$ cat src/design/keypad_code_alarm_controller_assert.svh
// assertion macros for the alarm controller
`ifndef KEYPAD_CODE_ALARM_CONTROLLER_ASSERT_SVH
`define KEYPAD_CODE_ALARM_CONTROLLER_ASSERT_SVH

`ifndef NO_ASSERTIONS
`define KAC_ASSERT(label, prop, msg) \
   label: assert property (@(posedge clock) disable iff (reset) prop) else $error(msg);
`define KAC_ASSERT_ALWAYS(label, prop, msg) \
   label: assert property (@(posedge clock) prop) else $error(msg);
`else
`define KAC_ASSERT(label, prop, msg)
`define KAC_ASSERT_ALWAYS(label, prop, msg)
`endif

`endif

$ cat src/design/kac_pkg.sv
package kac_pkg;

   localparam int CODE_DIGITS = 4;
   localparam logic [2:0] DIGITS_FULL = 3'(CODE_DIGITS);

   // key codes
   localparam logic [3:0] KEY_LAST_DIGIT = 4'd9;
   localparam logic [3:0] KEY_ENTER      = 4'd10;
   localparam logic [3:0] KEY_CANCEL     = 4'd11;

   // tones
   localparam logic [2:0] TONE_NONE    = 3'd0;
   localparam logic [2:0] TONE_OK      = 3'd1;
   localparam logic [2:0] TONE_WRONG   = 3'd2;
   localparam logic [2:0] TONE_PROMPT  = 3'd3;
   localparam logic [2:0] TONE_EXIT    = 3'd4;
   localparam logic [2:0] TONE_ENTRY   = 3'd5;
   localparam logic [2:0] TONE_MAINS   = 3'd6;

   // alarm causes
   localparam logic [1:0] CAUSE_NONE    = 2'd0;
   localparam logic [1:0] CAUSE_INSTANT = 2'd1;
   localparam logic [1:0] CAUSE_DELAYED = 2'd2;

   // register indexes
   localparam logic [1:0] CSR_EXIT_DELAY  = 2'd0;
   localparam logic [1:0] CSR_ENTRY_DELAY = 2'd1;
   localparam logic [1:0] CSR_SIREN       = 2'd2;
   localparam logic [1:0] CSR_WRONG_LIMIT = 2'd3;

   localparam logic [4:0] PHASE_LAST  = 5'd19;
   localparam logic [4:0] MAINS_PHASE = 5'd15;
   localparam logic [13:0] DEFAULT_CODE = 14'd1234;

   typedef struct packed {
      logic       key_valid;
      logic [3:0] key_code;
      logic       tick;
      logic       instant_zone;
      logic       delayed_zone;
      logic       panic_button;
      logic       mains_ok;
   } req_type;

   typedef struct packed {
      logic       armed_out;
      logic       siren_out;
      logic       arming_out;
      logic [1:0] alarm_cause;
      logic [2:0] tone;
      logic       code_changed;
   } rsp_type;

   typedef struct packed {
      logic [7:0]  exit_delay_ticks;
      logic [7:0]  entry_delay_ticks;
      logic [15:0] siren_ticks;
      logic [7:0]  wrong_limit;
   } cfg_type;

   typedef struct packed {
      logic [2:0]       digit_count;
      logic [3:0][3:0]  digit_store;
      logic [13:0]      stored_code;
      logic             change_mode;
      logic             old_code_ok;
      logic [7:0]       wrong_count;
      logic             armed_flag;
      logic             siren_flag;
      logic             arming_flag;
      logic [7:0]       exit_count;
      logic             entry_pending;
      logic [7:0]       entry_count;
      logic [15:0]      siren_count;
      logic [4:0]       half_second_phase;
      logic [1:0]       cause_reg;
   } st_type;

   localparam st_type ST_RESET = '{
      digit_count:       3'd0,
      digit_store:       '0,
      stored_code:       DEFAULT_CODE,
      change_mode:       1'b0,
      old_code_ok:       1'b0,
      wrong_count:       8'd0,
      armed_flag:        1'b1,
      siren_flag:        1'b0,
      arming_flag:       1'b0,
      exit_count:        8'd0,
      entry_pending:     1'b0,
      entry_count:       8'd0,
      siren_count:       16'd0,
      half_second_phase: 5'd0,
      cause_reg:         CAUSE_NONE
   };

   localparam cfg_type CFG_RESET = '{
      exit_delay_ticks:  8'd30,
      entry_delay_ticks: 8'd20,
      siren_ticks:       16'd240,
      wrong_limit:       8'd4
   };

   // first tone raised in a poll wins
   function automatic logic [2:0] set_tone(input logic [2:0] cur, input logic [2:0] t);
      return (cur == TONE_NONE) ? t : cur;
   endfunction

endpackage

$ cat src/design/kac_channels.sv
interface kac_req_if;
   logic             valid;
   logic             ready;
   kac_pkg::req_type payload;
   modport source (output valid, output payload, input ready);
   modport sink (input valid, input payload, output ready);
endinterface

interface kac_rsp_if;
   logic             valid;
   logic             ready;
   kac_pkg::rsp_type payload;
   modport source (output valid, output payload, input ready);
   modport sink (input valid, input payload, output ready);
endinterface

$ cat src/design/keypad_code_alarm_controller.sv
// path: a taken word is held in the input register, and its result is
// registered in the result register, which drives the result port
// throughput: one word per cycle; a stalled result holds the input register,
// which takes at most one more word, and the state is updated once per word
// reset: synchronous, active high; clears both pipeline valids, loads the
// default code 1234 armed, and loads the register defaults 30, 20, 240, 4
`include "keypad_code_alarm_controller_assert.svh"

module keypad_code_alarm_controller import kac_pkg::*; (
   input  logic        clock,
   input  logic        reset,
   kac_req_if.sink     req_ch,
   kac_rsp_if.source   rsp_ch,
   input  logic        csr_we,
   input  logic [1:0]  csr_index,
   input  logic [15:0] csr_wdata
);

   cfg_type cfg;
   st_type  st_ff, st_in;
   rsp_type result;

   logic    in_valid_ff, in_valid_in;
   req_type in_word_ff;
   logic    rsp_valid_ff, rsp_valid_in;
   rsp_type rsp_word_ff;
   logic    advance;
   logic    take;

   kac_csr u_csr (
      .clock     (clock),
      .reset     (reset),
      .csr_we    (csr_we),
      .csr_index (csr_index),
      .csr_wdata (csr_wdata),
      .cfg       (cfg)
   );

   kac_core u_core (
      .st      (st_ff),
      .cfg     (cfg),
      .word    (in_word_ff),
      .st_next (st_in),
      .result  (result)
   );

   // a word moves on when the result register is free or being emptied
   assign advance      = in_valid_ff && (!rsp_valid_ff || rsp_ch.ready);
   assign req_ch.ready = !in_valid_ff || advance;
   assign take         = req_ch.valid && req_ch.ready;
   assign in_valid_in  = take || (in_valid_ff && !advance);
   assign rsp_valid_in = advance || (rsp_valid_ff && !rsp_ch.ready);

   always_ff @(posedge clock) begin
      if (reset) begin
         in_valid_ff  <= 1'b0;
         rsp_valid_ff <= 1'b0;
         st_ff        <= ST_RESET;
      end else begin
         in_valid_ff  <= in_valid_in;
         rsp_valid_ff <= rsp_valid_in;
         if (advance) begin
            st_ff <= st_in;
         end
      end
   end

   always_ff @(posedge clock) begin
      if (take) begin
         in_word_ff <= req_ch.payload;
      end
      if (advance) begin
         rsp_word_ff <= result;
      end
   end

   assign rsp_ch.valid   = rsp_valid_ff;
   assign rsp_ch.payload = rsp_word_ff;

   `KAC_ASSERT(a_digit_count_range, st_ff.digit_count <= DIGITS_FULL, "digit count past full")
   `KAC_ASSERT(a_cause_needs_armed, st_ff.cause_reg != CAUSE_NONE |-> st_ff.armed_flag, "cause while disarmed")
   `KAC_ASSERT(a_entry_needs_armed, st_ff.entry_pending |-> st_ff.armed_flag, "entry delay while disarmed")
   `KAC_ASSERT(a_phase_range, st_ff.half_second_phase <= PHASE_LAST, "tick phase out of range")
   `KAC_ASSERT(a_held_word_stable, in_valid_ff && !advance |=> in_valid_ff && $stable(in_word_ff), "held input word lost")

endmodule

$ cat src/design/kac_csr.sv
module kac_csr import kac_pkg::*; (
   input  logic        clock,
   input  logic        reset,
   input  logic        csr_we,
   input  logic [1:0]  csr_index,
   input  logic [15:0] csr_wdata,
   output cfg_type     cfg
);

   cfg_type cfg_ff, cfg_in;

   always_comb begin
      cfg_in = cfg_ff;
      if (csr_we) begin
         unique case (csr_index)
            CSR_EXIT_DELAY:  cfg_in.exit_delay_ticks  = csr_wdata[7:0];
            CSR_ENTRY_DELAY: cfg_in.entry_delay_ticks = csr_wdata[7:0];
            CSR_SIREN:       cfg_in.siren_ticks       = csr_wdata;
            CSR_WRONG_LIMIT: cfg_in.wrong_limit       = csr_wdata[7:0];
            default:         cfg_in = cfg_ff;
         endcase
      end
   end

   always_ff @(posedge clock) begin
      if (reset) begin
         cfg_ff <= CFG_RESET;
      end else begin
         cfg_ff <= cfg_in;
      end
   end

   assign cfg = cfg_ff;

endmodule

$ cat src/design/kac_core.sv
module kac_core import kac_pkg::*; (
   input  st_type  st,
   input  cfg_type cfg,
   input  req_type word,
   output st_type  st_next,
   output rsp_type result
);

   st_type      s;
   logic [2:0]  tone;
   logic        changed;
   logic [13:0] pw;
   logic        enter_ok;

   // four digits to binary, constant multipliers only
   assign pw = 14'(st.digit_store[0]) * 14'd1000 + 14'(st.digit_store[1]) * 14'd100
             + 14'(st.digit_store[2]) * 14'd10 + 14'(st.digit_store[3]);

   assign enter_ok = word.key_valid && word.key_code == KEY_ENTER
                  && st.digit_count == DIGITS_FULL;

   always_comb begin
      s       = st;
      tone    = TONE_NONE;
      changed = 1'b0;

      // keypad
      if (word.key_valid) begin
         if (word.key_code == KEY_CANCEL) begin
            s.digit_count = 3'd0;
         end else if (word.key_code <= KEY_LAST_DIGIT) begin
            if (st.digit_count < DIGITS_FULL) begin
               s.digit_store[st.digit_count[1:0]] = word.key_code;
               s.digit_count = st.digit_count + 3'd1;
            end
         end
      end

      // code commit
      if (enter_ok) begin
         s.digit_count = 3'd0;
         if (pw == st.stored_code && !st.change_mode) begin
            s.wrong_count = 8'd0;
            tone = set_tone(tone, TONE_OK);
            if (st.armed_flag || st.siren_flag || st.arming_flag) begin
               s.siren_flag    = 1'b0;
               s.armed_flag    = 1'b0;
               s.arming_flag   = 1'b0;
               s.entry_pending = 1'b0;
               s.cause_reg     = CAUSE_NONE;
            end else begin
               s.arming_flag = 1'b1;
               s.exit_count  = 8'd0;
            end
         end else if (pw == 14'd0 || st.change_mode) begin
            s.change_mode = 1'b1;
            if (pw == st.stored_code || st.old_code_ok) begin
               if (pw != 14'd0 && st.old_code_ok) begin
                  s.stored_code = pw;
                  changed       = 1'b1;
                  tone          = set_tone(tone, TONE_OK);
                  s.change_mode = 1'b0;
                  s.old_code_ok = 1'b0;
               end else begin
                  s.old_code_ok = 1'b1;
                  tone          = set_tone(tone, TONE_PROMPT);
               end
            end else if (pw != 14'd0) begin
               tone          = set_tone(tone, TONE_WRONG);
               s.change_mode = 1'b0;
            end else begin
               tone = set_tone(tone, TONE_PROMPT);
            end
         end else begin
            if (st.wrong_count != 8'hFF) begin
               s.wrong_count = st.wrong_count + 8'd1;
            end
            tone = set_tone(tone, TONE_WRONG);
            if (s.wrong_count >= cfg.wrong_limit && st.armed_flag) begin
               s.siren_flag  = 1'b1;
               s.siren_count = 16'd0;
               s.wrong_count = 8'd0;
            end
         end
      end

      // delayed zone opens the entry window
      if (s.armed_flag && !s.siren_flag && word.delayed_zone && !s.entry_pending) begin
         s.entry_pending = 1'b1;
         s.entry_count   = 8'd0;
         tone            = set_tone(tone, TONE_ENTRY);
      end

      if (word.tick) begin
         s.half_second_phase = (s.half_second_phase == PHASE_LAST) ? 5'd0
                             : s.half_second_phase + 5'd1;
         if (s.arming_flag) begin
            if (s.exit_count != 8'hFF) begin
               s.exit_count = s.exit_count + 8'd1;
            end
            if (s.exit_count >= cfg.exit_delay_ticks) begin
               s.arming_flag = 1'b0;
               s.armed_flag  = 1'b1;
               s.siren_flag  = 1'b0;
            end else begin
               tone = set_tone(tone, TONE_EXIT);
            end
         end
         if (s.entry_pending) begin
            if (s.entry_count != 8'hFF) begin
               s.entry_count = s.entry_count + 8'd1;
            end
            if (s.entry_count >= cfg.entry_delay_ticks) begin
               s.entry_pending = 1'b0;
               if (s.armed_flag && !s.siren_flag) begin
                  s.siren_flag  = 1'b1;
                  s.siren_count = 16'd0;
                  s.cause_reg   = CAUSE_DELAYED;
               end
            end else begin
               tone = set_tone(tone, TONE_ENTRY);
            end
         end
         if (s.siren_flag) begin
            if (s.siren_count != 16'hFFFF) begin
               s.siren_count = s.siren_count + 16'd1;
            end
            if (s.siren_count >= cfg.siren_ticks) begin
               s.siren_flag = 1'b0;
            end
         end
         if (!word.mains_ok && s.half_second_phase == MAINS_PHASE) begin
            tone = set_tone(tone, TONE_MAINS);
         end
      end

      // instant zone while armed, panic while disarmed
      if (s.armed_flag && !s.siren_flag) begin
         if (word.instant_zone) begin
            s.siren_flag  = 1'b1;
            s.siren_count = 16'd0;
            s.cause_reg   = CAUSE_INSTANT;
         end
      end else if (!s.armed_flag && !s.siren_flag) begin
         if (word.panic_button) begin
            s.siren_flag  = 1'b1;
            s.siren_count = 16'd0;
         end
      end

      if (!s.armed_flag) begin
         s.cause_reg = CAUSE_NONE;
      end
   end

   assign st_next = s;

   assign result.armed_out    = s.armed_flag;
   assign result.siren_out    = s.siren_flag;
   assign result.arming_out   = s.arming_flag;
   assign result.alarm_cause  = s.cause_reg;
   assign result.tone         = tone;
   assign result.code_changed = changed;

endmodule
$ cat src/flat_wrapper.sv
// flat-port wrapper written by rule: the top's interface ports become plain ports
module keypad_code_alarm_controller_flat import kac_pkg::*;
  (clock, reset, csr_we, csr_index, csr_wdata, req_ch_valid, req_ch_payload, req_ch_ready, rsp_ch_valid, rsp_ch_payload, rsp_ch_ready);
  kac_req_if req_ch_i ();
  kac_rsp_if rsp_ch_i ();
  input  logic clock;
  input  logic reset;
  input  logic csr_we;
  input  logic [1:0] csr_index;
  input  logic [15:0] csr_wdata;
  input wire logic [$bits(req_ch_i.valid)-1:0] req_ch_valid;
  input wire logic [$bits(req_ch_i.payload)-1:0] req_ch_payload;
  output wire logic [$bits(req_ch_i.ready)-1:0] req_ch_ready;
  output wire logic [$bits(rsp_ch_i.valid)-1:0] rsp_ch_valid;
  output wire logic [$bits(rsp_ch_i.payload)-1:0] rsp_ch_payload;
  input wire logic [$bits(rsp_ch_i.ready)-1:0] rsp_ch_ready;
  assign req_ch_i.valid = req_ch_valid;
  assign req_ch_i.payload = req_ch_payload;
  assign req_ch_ready = req_ch_i.ready;
  assign rsp_ch_valid = rsp_ch_i.valid;
  assign rsp_ch_payload = rsp_ch_i.payload;
  assign rsp_ch_i.ready = rsp_ch_ready;
  keypad_code_alarm_controller u_core (.clock(clock), .reset(reset), .req_ch(req_ch_i), .rsp_ch(rsp_ch_i), .csr_we(csr_we), .csr_index(csr_index), .csr_wdata(csr_wdata));
endmodule
$ cat config.mk
export PLATFORM = sky130hd
export DESIGN_NAME = keypad_code_alarm_controller_flat
export DESIGN_NICKNAME = d
export VERILOG_FILES = /design/src/design/kac_pkg.sv /design/src/design/kac_channels.sv /design/src/design/keypad_code_alarm_controller.sv /design/src/design/kac_csr.sv /design/src/design/kac_core.sv /design/src/flat_wrapper.sv
export VERILOG_INCLUDE_DIRS = /design/src /design/src/design
export SDC_FILE = /design/constraint.sdc
export NUM_CORES = 1
export LEC_CHECK = 0
export BUFFER_PORTS_ARGS = -buffer_cell sky130_fd_sc_hd__buf_2
export CORE_MARGIN = 10
export CORE_UTILIZATION = 55
export DETAILED_ROUTE_END_ITERATION = 7
export HOLD_SLACK_MARGIN = 0.05
export PLACE_DENSITY = 0.72
export SETUP_SLACK_MARGIN = 0.15
export SLEW_MARGIN = 5
export SYNTH_ARGS = -nofsm -noshare
export SYNTH_HDL_FRONTEND = slang
export SYNTH_SLANG_ARGS = --single-unit
$ cat constraint.sdc
create_clock -name clock -period 32.7 [get_ports clock]
set_clock_uncertainty 0.15 [all_clocks]
set_input_delay 1.635 -clock clock [delete_from_list [all_inputs] [get_ports clock]]
set_output_delay 1.635 -clock clock [all_outputs]
set_load 0.03 [all_outputs]
==> results of run 1 <==
-- how the worst max path moves through the flow --
| stage | startpoint | endpoint | slack (ns) | cells past startpoint |
|---|---|---|---|---|
| after floorplan | flip-flop | u_core.st_ff[20]$_SDFFE_PP0P_ | 19.88 | 59 |
| after global placement | flip-flop | u_core.st_ff[11]$_SDFFE_PP0P_ | 18.19 | 54 |
| after detailed placement | flip-flop | u_core.st_ff[12]$_SDFFE_PP0P_ | 17.80 | 54 |
| after CTS | flip-flop | u_core.st_ff[12]$_SDFFE_PP0P_ | 17.76 | 54 |
| after global routing | flip-flop | u_core.st_ff[11]$_SDFFE_PP0P_ | 16.21 | 56 |
| final | flip-flop | u_core.st_ff[12]$_SDFFE_PP0P_ | 17.56 | 54 |
-- cell families after synthesis --
group | share of synthesized area
and+or+nand+nor | 0.233
adders and majority gates | 0.153
muxes | 0.0172
DFF | 0.304
xor gates and xnor gates | 0.0452
buffers and inverters | 0.0549
AOI/OAI and AO/OA | 0.193
-- metal layers --
metal / vias to the layer above / wire, µm
li1: 4535 / -
met1: 4270 / 12200
met2: 291 / 11900
met3: 47 / 1620
met4: 0 / 423
met5: - / 0
-- tightest hold or removal path: stages (launching register included) --
cell     delay [ns]
dfxtp_1        0.31
nand2_1        0.05
a21oi_1        0.05
-- layout by cell type (no fill, tap or decap), types with 5 or more instances in the layout --
cell type / count
a21oi_1: 101
a31oi_1: 12
fa_1: 17
o21a_1: 12
nand3_1: 52
or3_1: 9
nand2b_1: 14
inv_1: 94
o22ai_1: 5
dfxtp_1: 128
and2_1: 11
nor3_1: 28
xnor2_1: 29
o21ai_0: 36
o21ai_1: 5
mux2i_1: 11
nor3b_1: 6
or2_2: 7
clkbuf_16: 17
nand2_1: 167
a21o_1: 22
a211oi_1: 9
edfxtp_1: 19
nand3b_1: 5
ha_1: 99
and3_1: 22
nor2b_1: 14
nand4_1: 15
mux2_2: 6
a22oi_1: 13
a211o_1: 7
o211ai_1: 20
buf_4: 8
buf_2: 42
xor2_1: 19
nor4b_1: 5
a2111oi_0: 5
nor4_1: 13
nor2_1: 103
-- area by class of cell --
class | instances | area, µm²
fillers | 1666 | 7340
repair buffers | 50 | 270
inverters | 94 | 353
clock inverters | 13 | 123
flip-flops and latches | 147 | 3130
multi-input cells | 971 | 6620
well taps | 234 | 293
clock buffers | 19 | 453
-- per-stage QoR --
stage | util | setup WS [ns] | hold WS [ns] | instances | cell area (µm²)
2_1_floorplan | - | 19.88 | 0.286 | 1261 | 10300
3_3_place_gp | 0.574 | 18.19 | 0.293 | 1496 | 10700
3_5_place_dp | 0.574 | 17.80 | 0.299 | 1496 | 10700
4_1_cts | 0.605 | 17.76 | 0.308 | 1528 | 11200
5_1_grt | 0.605 | 16.21 | 0.329 | 1528 | 11200
6_report | 0.605 | 17.56 | 0.307 | 1528 | 11200
-- where the power goes --
part	internal, W	switching, W	leakage [nW]
sequential	0.000187	0.00000342	1.22
combinational	0.0000138	0.0000270	3.35
clock	0.000110	0.0000830	0.284
==> results summary, run 1 <==
The worst setup path is of the flip-flop to flip-flop kind. The design draws 0.000424 W. The sequential share of the synthesized area is 0.304.

The first global-routing pass estimated 43.4 mm of wire. In this run the worst path has a maximum fanout of 13. The stage delay of the slowest cell on the critical path is 0.85 ns.

STA puts the critical path data arrival time at 15.36 ns. The count of H-tree levels built during CTS is 4. The max-cap violation count is 0. The number of port buffers is 43. The met3 layer usage reported by global route came out at 0.0409. After global routing the overflow that remains totals 0. The post-route minimum period came out at 15.14 ns. The area inside the core boundary came out at 18,600 µm². The fraction of met2 tracks used by global routing came out at 0.342. The final routed DRC violation total came out at 0.

The net count after synthesis is 1,410. The path class of the lowest-slack min-delay path is flip-flop to flip-flop. The area of the mapped netlist is 10,300 µm².

In this run the power density over the cells is 37.7 nW/µm². The number of buffers inserted during clock tree synthesis came out at 17. The clock net sink count came out at 147.

The dominant register cell in the synthesized netlist is dfxtp_1. The number of diodes added for antenna fixing is 0. The share of final-layout standard cells stronger than drive strength 1 is 0.0866. In the synthesized netlist, the cells that appear most often are 167 x nand2_1, 128 x dfxtp_1, 103 x nor2_1.

During synthesis, Yosys emitted a total of 0 warnings. The number of storage elements in the synthesis netlist is 147. The total number of vias is 9,143.

The layout net count came out at 1,430. The height of the die is 157 µm. The global router's overall resource usage is 0.216. The detailed router finished its first iteration with 1,035 violations. Clock-pin slew was measured on the worst setup and hold paths at 0.07 ns. The most numerous cell type found on the critical path is ha_1.

Entering global routing, the biggest net connects 52 pins. The synthesized design contains 19 enable-type register cells. After clock tree synthesis, the setup repair step added 0 buffers. The half-perimeter wire length after placement is 19.2 mm.

The worst register-to-register path ends at u_core.st_ff[12]$_SDFFE_PP0P_. The worst ir drop on vdd is 0.0423 mV. The average via count per standard cell came out at 5.98. The most frequent cell after synthesis is nand2_1. The number of buffers and inverters on the critical path is 1. In the finished design, the share of the clock period the worst path needs comes to 0.463. The number of cells on the worst reg-to-reg path is 54. The mean cell area of the mapped netlist is 8.17 µm².

The end of the worst hold path is u_core.u_csr.cfg[22]$_SDFFE_PP0P_. The worst hold path was traced through 2 stages. The first detailed-routing pass took 7 iterations.

The number of antenna violations at the first check in global routing came out at 0. The cell accounting for the most synthesized area is dfxtp_1. The max-slew headroom at the worst pin is 0.250. The top-level port count is 44. The tree is rooted in a clkbuf_16. The via count of the first global-routing pass is 8,580. The final-report hold violation count came to 0. The area fraction of the dominant cell type after synthesis came out at 0.249.

By area the synthesized netlist is led by dfxtp_1 25%, ha_1 12%, nand2_1 6.1%. Row generation in the floorplan step produced 50 rows. The chip width is 157 µm. The number of nets with antenna violations after detailed routing came out at 0. The highest clock frequency the design can meet came out at 66.1 MHz.

The type of element capturing the critical path is a flip-flop. The source-to-sink clock delay at the later pin of the worst-skew pair is 0.43 ns. The final routed wirelength across all metal layers is 26.1 mm.

The family with the most delay on the worst path is compound AO/OA/AOI/OAI gates. The worst setup path is launched from a flip-flop. The max-slew violation total from the final report is 0. The leakage power total came out at 4.85 nW. The cell count after synthesis is 1,261. The TritonCTS clock tree is yes.

The slew at the pin closest to its max-slew limit is 1.12 ns. The aggregate negative setup slack is 0 ns. The async set or reset register ratio after synthesis is 0. The post-cts repair resize count is 0. met2 is the most crowded layer. The clock tree buffer depth came out at 2. In this run the most critical hold path is launched from u_core.u_csr.cfg[22]$_SDFFE_PP0P_. The count of unique library cells instantiated by Yosys came out at 85. On the critical path, the stage with the largest delay is an instance of nor4_1. The starting density of the core is 0.555. The worst reg-to-reg setup slack came out at 17.56 ns. Setup repair after global routing left no endpoint under its margin.

The met1 capacity usage during global routing came out at 0.293. Setup violations remaining at the end of the flow were counted as 0. The routed length per instance is 17.1 µm. The final weighted congestion in routability-driven placement is 0.904.

The flow ran to the end, and the final reports show no timing, DRC or antenna violations. The die area came out at 24,600 µm². The hold buffer count at CTS came out at 0. The data required time of the critical path came out at 32.92 ns. Relative to the synthesized area, the layout overhead comes to 9.06%.
Note: power is estimated with default switching activity, not from simulation.
==> run 2, diff against run 1 <==
clock period = 15.1 ns   (was 32.7 ns; I/O delays follow)
==> results summary, run 2 (synthesized netlist as in run 1, its figures left out) <==
After filler insertion, the fill cell instance count of the layout stands at 1,614. In this run the vertical extent of the chip is 157 µm. The final core utilization is 0.610. Dividing the final minimum period by the clock period gives 0.923. The number of stages on the worst setup path is 56. The aggregate negative setup slack came out at 0 ns. The layout net count came out at 1,434. Based on the critical path, the design can be clocked at up to 71.7 MHz. The count of cells along the worst hold path is 2. The average via count per standard cell is 6.00. At the end of routability-driven placement, the weighted congestion stood at 0.896. The clock tree buffer depth came out at 2. In this run the worst hold path is classified as flip-flop to flip-flop. The largest net degree at the start of global routing came out at 52. After clock tree synthesis, the clock-pin slew on the worst setup and hold paths is 0.07 ns. The data arrival at the endpoint of the critical path came out at 14.16 ns. After clock tree synthesis, the flow added hold-fix buffers numbering 0.

The number of diodes added for antenna fixing came out at 0. The stage delay of the slowest cell on the critical path came out at 0.56 ns. The number of port buffers came out at 43.

The chip width is 157 µm. The top-level port count came out at 44. The number of buffers inserted during clock tree synthesis is 17. Among the stages of the critical path, the cell type that occurs most often is ha_1.

Setup repair after global routing left no endpoint under its margin. STA classifies the critical path endpoint as a flip-flop. The first global-routing pass estimated 42.8 mm of wire. The total number of vias is 9,185. The endpoint identified for the worst register-to-register timing path is u_core.st_ff[20]$_SDFFE_PP0P_. The top fanout value on the critical path came out at 11.

The final routed wirelength across all metal layers came out at 26.0 mm. Across every metal layer, demand over resource in global routing totals 0.213. The max-cap violation count is 0. Leaving out fill and tap cells, the most frequent cell in the layout is nand2_1.

The number of nets with antenna violations after detailed routing is 0. TritonCTS built the clock tree. After floorplanning, the core was sized to cover 18,600 µm². The number of buffers and inverters on the critical path is 1.

The worst ir drop on vdd came out at 0.0798 mV. The clock net sink count is 147. Summed over all nets, wire length on met3 after detailed routing comes to 1.38 mm. On the critical path the largest part of the delay comes from compound AO/OA/AOI/OAI gates. The routed length on met2 is 11.9 mm.

The final-report hold violation count came to 0. The data required time of the critical path came out at 15.32 ns. The number of failing setup endpoints in the final timing report came out at 0. The count of H-tree levels built during CTS is 4. The worst path in the final design needs a cycle of 13.94 ns, including I/O delays and setup. In the post-route analysis, the smallest setup slack over all paths is 1.16 ns. The max-slew violation total from the final report came out at 0. The met1 routed wirelength after detailed routing came out at 12.2 mm. The worst setup path is of the flip-flop to flip-flop kind. The slowest cell on the critical path is fa_1. The library cells used most frequently in the layout, excluding fill and tap cells, are 167 x nand2_1, 128 x dfxtp_1, 102 x nor2_1. The die covers 24,600 µm². The number of standard-cell rows in the floorplan is 50. For the pin with the worst max-slew slack, the measured transition is 1.19 ns. In this run the top signal layer used is met4.

The half-perimeter wire length after placement came out at 19.2 mm. Summed over all cells, the static leakage comes to 4.88 nW. The residual overflow from global routing came out at 0.

The tree is rooted in a clkbuf_16. The run finished with clean final reports. The number of optimization iterations in the first detailed-route pass came out at 5. The final routed DRC violation total came out at 0. The starting density of the core is 0.555. The iteration-0 DRC count of the detailed router came out at 802. The timing endpoint of the critical path is u_core.st_ff[20]$_SDFFE_PP0P_. STA classifies the critical path startpoint as a flip-flop. The setup check on the worst reg-to-reg path leaves a slack of 1.16 ns. The worst setup slack after placement came out at 0.551 ns. The area growth from synthesis to layout is 9.88%. The via count of the first global-routing pass came out at 8,658. The power density normalized to cell area is 82.3 nW/µm². The number of cells on the worst reg-to-reg path came out at 56. The source-to-sink clock delay at the later pin of the worst-skew pair is 0.43 ns. The max-slew headroom at the worst pin is 0.205. The share of final-layout standard cells stronger than drive strength 1 came out at 0.0940. The number of antenna violations at the first check in global routing came to 0. The routed length per instance is 16.9 µm.
[run 2: worst min path at each step]
stage	startpoint	end
2_1_floorplan	u_core.u_csr.cfg[10]$_SDFFE_PP0P_	u_core.u_csr.cfg[10]$_SDFFE_PP0P_
3_3_place_gp	u_core.u_csr.cfg[5]$_SDFFE_PP0P_	u_core.u_csr.cfg[5]$_SDFFE_PP0P_
3_5_place_dp	u_core.u_csr.cfg[11]$_SDFFE_PP0P_	u_core.u_csr.cfg[11]$_SDFFE_PP0P_
4_1_cts	u_core.u_csr.cfg[11]$_SDFFE_PP0P_	u_core.u_csr.cfg[11]$_SDFFE_PP0P_
5_1_grt	u_core.u_csr.cfg[6]$_SDFFE_PP0P_	u_core.u_csr.cfg[6]$_SDFFE_PP0P_
6_report	u_core.u_csr.cfg[11]$_SDFFE_PP0P_	u_core.u_csr.cfg[11]$_SDFFE_PP0P_
[run 2: worst register-to-register path, delay by kind of cell (launching register included)]
family,cells,cell delay (ns)
AO/OA/AOI/OAI,24,5.47
XOR/XNOR,2,0.40
adder cells (fa/ha/maj),10,3.30
buffers and inverters,1,0.17
flip-flops,1,0.50
multiplexers,1,0.38
AND/OR/NAND/NOR,18,3.53
[run 2: metal layers]
layer	GRT usage	vias to the layer above
met5	0	-
met4	0.0598	0
met3	0.0407	47
met2	0.345	283
met1	0.284	4308
li1	-	4547
[run 2: repair_timing]
item | 4_1_cts | 5_1_grt
resized for setup | 0 | 7
endpoints found under the setup margin | 0 | 22
setup buffers | 0 | 1
[run 2: where the power goes]
group | internal, W | total, W | switching [W]
Clock | 0.000249 | 0.000432 | 0.000183
Combinational | 0.0000303 | 0.0000886 | 0.0000583
Sequential | 0.000405 | 0.000412 | 0.00000723
Total | 0.000684 | 0.000932 | 0.000248
[run 2: cell type report]
class | instances | area (µm²) | share of cell area
Multi-Input combinational cell | 971 | 6650 | 0.587
Timing Repair Buffer | 54 | 300 | 0.0265
Clock inverter | 11 | 115 | 0.0102
Tap cell | 234 | 293 | 0.0259
Clock buffer | 21 | 482 | 0.0425
Inverter | 94 | 353 | 0.0312
Sequential cell | 147 | 3130 | 0.277
[run 2: metrics by stage]
step	power, W	area [µm²]	cells	hold WS, ns
after global routing	0.000965	11300	1532	0.323
final	0.000932	11300	1532	0.303
after CTS	0.000937	11300	1531	0.308
after detailed placement	0.000508	10700	1499	0.299
after floorplan	0.000481	10300	1261	0.286
after global placement	0.000506	10700	1499	0.294
==> run 3, diff against run 2 <==
CORE_ASPECT_RATIO = 1.25   (was default)
==> results summary, run 3 (synthesized netlist as in run 1, its figures left out) <==
For this configuration, the core starts out at a cell density of 0.565. The number of port buffers is 43. The total number of vias came out at 9,155. The number of standard-cell rows in the floorplan came out at 55. Setup violations remaining at the end of the flow were counted as 0. The count of cells along the worst hold path is 2. The tool flagged a number of max-cap violations equal to 0. The clock net sink count came out at 147. The first detailed-routing pass ran for 5 iterations. The slowest cell on the critical path is fa_1.

The stage delay of the slowest cell on the critical path came out at 0.55 ns. The data arrival at the endpoint of the critical path is 14.14 ns. The final critical-path share of the clock period is 0.921. Based on the critical path, the design can be clocked at up to 71.9 MHz.

The worst setup path is of the flip-flop to flip-flop kind. The path class of the lowest-slack min-delay path is flip-flop to flip-flop. The height of the die came out at 173 µm. The die area is 24,700 µm². The cell that appears most often on the critical path is ha_1.

The area after detailed placement is 10,700 µm². The aggregate negative setup slack is 0 ns. Power spread over the standard cell area amounts to 81.8 nW/µm². The worst min-delay path startpoint is u_core.u_csr.cfg[18]$_SDFFE_PP0P_. The average via count per standard cell is 5.99. The slew at the pin closest to its max-slew limit is 0.871 ns. The filler cell count in the final layout came out at 1,649. The total placed cells including tap cells is 1,493. For this design the top-level I/O count stands at 44. Of all nets on the critical path, the largest fanout is 16. CTS placed an instance of clkbuf_16 at the clock tree root. In the global route stage, overall resource usage came out at 0.217. The final core utilization is 0.621. The repair_antennas step left the layout with diodes totalling 0.

The share of final-layout standard cells stronger than drive strength 1 came out at 0.0954. The most frequent standard cell in the layout excluding fill and tap cells is nand2_1. The clock transition at the register clock pins on the worst setup and hold paths after CTS is 0.07 ns. The path with the worst hold slack has its endpoint at u_core.u_csr.cfg[18]$_SDFFE_PP0P_. The via count of the first global-routing pass came out at 8,994.

The type of element capturing the critical path is a flip-flop. The number of buffers and inverters on the critical path is 2. The final weighted congestion in routability-driven placement is 0.906.

Entering global routing, the biggest net connects 80 pins. Detailed placement finished with a half-perimeter wire length of 19.9 mm. The worst path meets setup with 1.19 ns of slack.

The worst path in the final design needs a cycle of 13.91 ns, including I/O delays and setup. In this run the critical register-to-register path is captured at u_core.st_ff[14]$_SDFFE_PP0P_. The iteration-0 DRC count of the detailed router is 499. The chip width came out at 142 µm. The number of antenna violations at the first check in global routing came out at 0. The final-report hold violation count came out at 0. For this run, design rule violations remaining after detail routing come to 0. The worst ir drop on vdd is 0.0851 mV.

After routing the design area is 11,300 µm². The data required time of the critical path came out at 15.33 ns. The final non-filler cell total is 1,528. Summing all multi-input logic gate instances after layout gives 6650 µm². The number of cells on the worst reg-to-reg path came out at 56. The footprint of the flip-flops and latches came out at 3130 µm². The first global-routing pass estimated 44.6 mm of wire. Counting the buffers created by CTS gives 17. At the placement stage, the worst setup path has a slack of 0.335 ns. The final routed wirelength across all metal layers is 26.7 mm. For flop-to-flop paths, the worst setup slack is 1.19 ns. The kind of cell with the highest combined delay along the critical path is compound AO/OA/AOI/OAI gates. The area overhead of the layout relative to synthesis is 9.89%. The routed length per instance came out at 17.5 µm. The count of H-tree levels built during CTS is 4.

The run finished with clean final reports. The floorplan step defined a core boundary enclosing 18,200 µm². The max-slew headroom at the worst pin is 0.419. The number of nets with antenna violations after detailed routing is 0. In the layout the commonest cells are 167 x nand2_1, 128 x dfxtp_1, 102 x nor2_1. The TritonCTS clock tree is yes.

The layout net count is 1,436. The source-to-sink clock delay at the later pin of the worst-skew pair is 0.44 ns. Setup repair after global routing left no endpoint under its margin. The max-slew violation total from the final report came out at 0. STA classifies the critical path startpoint as a flip-flop. The residual overflow from global routing is 0.

The clock passes through at most 2 buffers. The leakage power total came out at 4.89 nW.
==> run 3: cell count changes in the layout (fill, tap and decap cells not counted), moves of 2 or more <==
cell      before  now
inv_8          1    4
buf_4         12   14
clkbuf_8       2    0
inv_6          3    5
==> run 3: metal layers <==
layer | routed length, µm | global-route usage | vias up | part of all wire
met1 | 11200 | 0.259 | 4325 | 0.42
met5 | 0 | 0 | - | 0
met2 | 13800 | 0.377 | 231 | 0.52
li1 | - | - | 4546 | -
met4 | 794 | 0.0891 | 0 | 0.030
met3 | 916 | 0.0277 | 53 | 0.034
==> run 3: worst max-delay path by stage <==
stage                          from  slack [ns]  depth (start not counted)                       endpoint
final                     flip-flop        1.19                         56  u_core.st_ff[14]$_SDFFE_PP0P_
after global routing      flip-flop        0.18                         57  u_core.st_ff[12]$_SDFFE_PP0P_
after CTS                 flip-flop        0.28                         54  u_core.st_ff[12]$_SDFFE_PP0P_
after detailed placement  flip-flop        0.33                         54  u_core.st_ff[12]$_SDFFE_PP0P_
after global placement    flip-flop        0.79                         54  u_core.st_ff[12]$_SDFFE_PP0P_
after floorplan           flip-flop        2.28                         59  u_core.st_ff[20]$_SDFFE_PP0P_
==> run 3: where the power goes <==
| part | internal [W] | total (W) | switching, W |
|---|---|---|---|
| combinational | 0.0000302 | 0.0000886 | 0.0000584 |
| sequential | 0.000405 | 0.000412 | 0.00000753 |
| clock | 0.000229 | 0.000426 | 0.000197 |
==> run 3: layout make-up <==
class / instances / area share
multi-input cells: 971 / 0.587
flip-flops and latches: 147 / 0.277
clock buffers: 18 / 0.0398
inverters: 94 / 0.0311
repair buffers: 56 / 0.0278
well taps: 228 / 0.0252
clock inverters: 14 / 0.0120
==> run 3: metrics by stage <==
| step | hold WS (ns) | total power, W |
|---|---|---|
| floorplan | 0.286 | 0.000481 |
| global placement | 0.292 | 0.000507 |
| detailed placement | 0.298 | 0.000508 |
| CTS | 0.307 | 0.000932 |
| global route | 0.326 | 0.000960 |
| finish | 0.303 | 0.000927 |
==> run 3: tightest hold or removal path, cell delays in order, from the launching register on <==
cell and delay (ns):
dfxtp_1 0.31, nand2_1 0.05, a21oi_1 0.05
==> run 3: timing repair <==
item | CTS | global route
gates resized for setup | 0 | 7
setup buffers | 0 | 3
endpoints found under the setup margin | 0 | 22
hold buffers | 0 | 0
